--- config.mk ---
export PLATFORM = sky130hd
export DESIGN_NAME = pcp_divider
export DESIGN_NICKNAME = d
export VERILOG_FILES = /design/src/rtl/pcp_divider.sv
export SDC_FILE = /design/constraint.sdc
export NUM_CORES = 2
export LEC_CHECK = 0
export BUFFER_PORTS_ARGS = -buffer_cell sky130_fd_sc_hd__clkbuf_2
export CAP_MARGIN = 20
export CORE_UTILIZATION = 49
export CTS_CLUSTER_DIAMETER = 80
export DETAILED_ROUTE_END_ITERATION = 16
export HOLD_SLACK_MARGIN = 0.08
export PLACE_DENSITY = 0.69
export SYNTH_ARGS = -nofsm -noshare
export SYNTH_HDL_FRONTEND = slang
export SYNTH_SLANG_ARGS = --single-unit
--- constraint.sdc ---
create_clock -name clock -period 7.09 [get_ports clock]
set_input_delay 0 -clock clock [delete_from_list [all_inputs] [get_ports clock]]
set_output_delay 0 -clock clock [all_outputs]
set_load 0.05 [all_outputs]
--- src/rtl/pcp_divider.sv ---
// Pipelined restoring divider giving a narrow quotient and an overflow flag.
`timescale 1ns / 1ps
module pcp_divider #(
   parameter int PB = 13,
   parameter int NW = 50
) (
   input  logic          clock,
   input  logic          advance,
   input  logic [NW-1:0] num,
   input  logic [NW-1:0] den,
   output logic [PB-1:0] quot,
   output logic          over
);
   localparam int DW = NW + PB;

   logic [DW-1:0] rem_ff [0:PB];
   logic [NW-1:0] den_ff [0:PB];
   logic [PB-1:0] quo_ff [0:PB];
   logic          ovf_ff [0:PB];

   always_ff @(posedge clock) begin
      if (advance) begin
         rem_ff[0] <= {{PB{1'b0}}, num};
         den_ff[0] <= den;
         quo_ff[0] <= '0;
         ovf_ff[0] <= ({{PB{1'b0}}, num} >= {den, {PB{1'b0}}});
      end
   end

   for (genvar k = 1; k <= PB; k++) begin : g_step
      localparam int SH = PB - k;
      logic [DW-1:0] trial;
      logic          fits;

      assign trial = {{PB{1'b0}}, den_ff[k-1]} << SH;
      assign fits  = rem_ff[k-1] >= trial;

      always_ff @(posedge clock) begin
         if (advance) begin
            rem_ff[k] <= fits ? rem_ff[k-1] - trial : rem_ff[k-1];
            den_ff[k] <= den_ff[k-1];
            quo_ff[k] <= fits ? (quo_ff[k-1] | (PB'(1) << SH)) : quo_ff[k-1];
            ovf_ff[k] <= ovf_ff[k-1];
         end
      end
   end

   assign quot = quo_ff[PB];
   assign over = ovf_ff[PB];
endmodule
==> impl_results.md <==
* Count of flip-flops with a built-in enable after synthesis at ~1600
* Predominant post-synthesis flop cell: sky130_fd_sc_hd__edfxtp_1
* Total placed instance area at 96500 sq um
* I/O pin total at around 120
* Average wire length per cell after detail routing at roughly 21 microns
* Slew at the pin closest to its max-slew limit at roughly 1100 ps
* Class of the most critical setup path: register to register
* Starting density of the core at 49.5%
* Setup crit end kind: register
* Tmin final at 5070 ps
* Worst VDD drop at a little over 300 uV
* Total Wirelength at 251 mm
* Maximum number of pins on one net before global-route repair at ~170
* Main combinational cell family by area after synthesis: compound AO/OA/AOI/OAI gates
* Class of the worst hold path: input port to register
* Total CTS buffers at 178
* Post-layout nets at about 10000
* Final weighted congestion in routability-driven placement at between 0.9 and 1
* Synthesized-area fraction occupied by and/or/nand/nor cells at between 10% and 20%
* Height of the chip at ~440 microns
* Total number of clock tree sinks at 1561
* Root Driver: sky130_fd_sc_hd__clkbuf_16
* Syn-to-layout area delta at 12.0%
* Compound-gate portion of the synthesized area at ~17%
* Worst path setup slack after routing at slightly above 2000 ps
* Total of max-cap violations at 0
* Top cells by area in the synthesized netlist: sky130_fd_sc_hd__edfxtp_1, sky130_fd_sc_hd__ha_1, sky130_fd_sc_hd__a21oi_1
* Fraction of synthesized area in multiplexers at 1.37%
* Drt first pass iters at 5
* Post-route standard cell area excluding fillers at around 100000 sq um
* Run status: completed
* Min-Delay Path Depth at 5
* Number of max-slew violations in the final report at 0
* Number of cells in the design after placement at between 10000 and 15000
* Area of the core region at between 150000 and 200000 sq um
* Number of nets with antenna violations after routing at 0
* Depth of the worst register-to-register path at 12
* Remaining max-slew budget at the tightest pin at around 24%
* Syn Inst Count at 8999
* Global route overflow at 0
* Area of the die at just under 200000 sq um
* Area share of the largest cell type after synthesis at about half
* Top cells by count, synth: sky130_fd_sc_hd__edfxtp_1, sky130_fd_sc_hd__a21oi_1, sky130_fd_sc_hd__inv_1
* Latest clock arrival within the worst-skew pair at approximately 840 ps
* Wire length of the first global-routing pass at 385 mm
* Final setup vio count at 0
* Syn avg cell area at approximately 10 sq um
* Aggregate negative setup slack at 0 ps
* Maximum operating frequency at 0.197 GHz
* Sequential fraction of the synthesis area at between 50% and 60%
* Final worst path period share at between 70% and 80%
* Leakage Power at 42.2 nW
* Clock skew after layout at 38.2 ps
* Number of antenna violations at the first check in global routing at 1
* Number of distinct library cells after synthesis at 96
* Total power divided by cell area at a little under 400 nW/um^2
* Count of vias placed by the detailed router at 67552
* Buffers from clock root to sink, at most at 3
* TritonCTS clock tree: done
* Cell with the most instances after synthesis: sky130_fd_sc_hd__edfxtp_1
* Share of cells above drive strength 1 at under 10%
* Die W at between 400 and 500 microns
* IO buf count at 115
* Clock input transition at the sequential cells of the worst setup and hold paths at ~60 ps
* GRT Total Usage at between 20% and 30%
* Setup repair after global routing missed its margin: false
* Post-Synth Adder-Cell Area at a little under a tenth
* Crit path max-delay cell type: sky130_fd_sc_hd__o31ai_1
* Post-placement worst setup slack at about 2100 ps
* Delay of the slowest critical-path stage at roughly 780 ps
* Ordered cell list for the critical path: ha_1 -> nand4_1 -> nor2_1 -> o221ai_1 -> o211ai_1 -> a21oi_1 -> o31ai_1 -> a31oi_1 -> o21ai_0 -> nor3_2 -> nand2_1 -> xnor2_1
* Cell type with the largest total area after synthesis: sky130_fd_sc_hd__edfxtp_1
* Final hold violation count at 0
* Average vias per placed instance at around 5.7
* Count of state elements after synthesis at between 1500 and 2000
* Count of warnings emitted by yosys at 0
* Violation count after the first detailed-routing iteration at 4810
* Arrival time at the worst endpoint at ~5600 ps
* Post-synthesis net count at a little under 10000
* Largest driver fanout on the critical path at 6
* Final cell count without fillers at 11877
* Xor and xnor fraction of the mapped netlist area at ~5.8%
* CP required at around 7700 ps
* Startpoint type of the worst setup path: register
* Cell row count at around 160
* H-tree depth at 4
* Vias in the first global route at roughly 69000
* Number of buffers inserted by post-CTS setup repair at 0
* Post-synthesis instance area at between 90000 and 100000 sq um
* Detailed Place HPWL at roughly 200 mm
* Async SR Flop Fraction at 0%
* Fill cells at about 16000
* DRC violation count after routing at 0
## worst max-delay path: cells and delay by family (launching register included)
family	cells	cell delay, ps
simple gates	4	1120
xor+xnor	1	90
compound gates	6	2750
fa+ha+maj	1	410
flops	1	420
## cells by family after synthesis
| family | after synthesis |
|---|---|
| flip-flops | 1561 |
| multiplexers | 114 |
| adder cells (fa/ha/maj) | 687 |
| XOR/XNOR | 617 |
| AO/OA/AOI/OAI | 2580 |
| buffers and inverters | 1178 |
| AND/OR/NAND/NOR | 2262 |
## per-stage QoR
| stage | power (W) | utilization [%] | hold WS, ps |
|---|---|---|---|
| floorplan | 0.0265 | - | 98.9 |
| global route | 0.0433 | 55.4 | 174 |
| detailed placement | 0.0313 | 51.2 | 194 |
| global placement | 0.0312 | 51.1 | 193 |
| finish | 0.0409 | 55.4 | 169 |
| CTS | 0.0409 | 55.4 | 88.6 |
## layout make-up
type                    instances  area, sq um  share of cell area, %
diodes                          2         5.00                0.00479
clock buffers                 209         4660                   4.45
clock inverters               120         1350                   1.29
inverters                     846         3180                   3.04
multi-input cells            6260        42100                   40.3
flip-flops and latches       1561        46900                   44.8
well taps                    2495         3120                   2.99
repair buffers                384         3270                   3.13
## power breakdown
part / leakage, nW / internal (W) / switching, W
Sequential: 15.2 / 0.0130 / 0.00127
Combinational: 24.1 / 0.00695 / 0.0102
Clock: 2.92 / 0.00554 / 0.00383
## cell usage in the layout, fill, tap and decap left out, types with 87 or more instances in the layout
cell type / n
sky130_fd_sc_hd__nand3_1: 145
sky130_fd_sc_hd__nor2_1: 657
sky130_fd_sc_hd__dlygate4sd3_1: 201
sky130_fd_sc_hd__o21bai_1: 135
sky130_fd_sc_hd__nand4_1: 181
sky130_fd_sc_hd__inv_1: 846
sky130_fd_sc_hd__nand2_1: 667
sky130_fd_sc_hd__ha_1: 675
sky130_fd_sc_hd__xor2_1: 261
sky130_fd_sc_hd__a21o_1: 334
sky130_fd_sc_hd__clkbuf_16: 182
sky130_fd_sc_hd__xnor2_1: 356
sky130_fd_sc_hd__o21a_1: 87
sky130_fd_sc_hd__o21ai_0: 533
sky130_fd_sc_hd__edfxtp_1: 1561
sky130_fd_sc_hd__a21oi_1: 1000
sky130_fd_sc_hd__nor3_1: 124
sky130_fd_sc_hd__mux2_2: 101
sky130_fd_sc_hd__clkbuf_2: 114
## routing by layer
metal	share of wire (%)	global-route usage, %	up-vias
li1	-	-	33356
met1	37	26.8	31773
met2	52	48.5	1787
met3	3.2	2.69	636
met4	7.5	17.5	0
met5	0	0	-
## flip-flops by register name (all words and copies together) (netlist names)
signal and count:
ovf_ff 14, rem_ff 806, quo_ff 91, den_ff 650
## final timing paths
path                      start        endpoint  slack, ps
hold reg to reg    quo_ff[5][9]   quo_ff[5][22]        410
setup reg to reg  rem_ff[11][8]  rem_ff[12][56]       2020
setup / recovery  rem_ff[11][8]  rem_ff[12][56]       2020
hold / removal          den[41]    ovf_ff[0][0]        170
## what timing repair did
| action | CTS | global route |
|---|---|---|
| gates resized for setup | 0 | 0 |
| hold buffers | 201 | 0 |
| endpoints found under the hold margin | 402 | 0 |
Power figures use the tool's default switching activity.
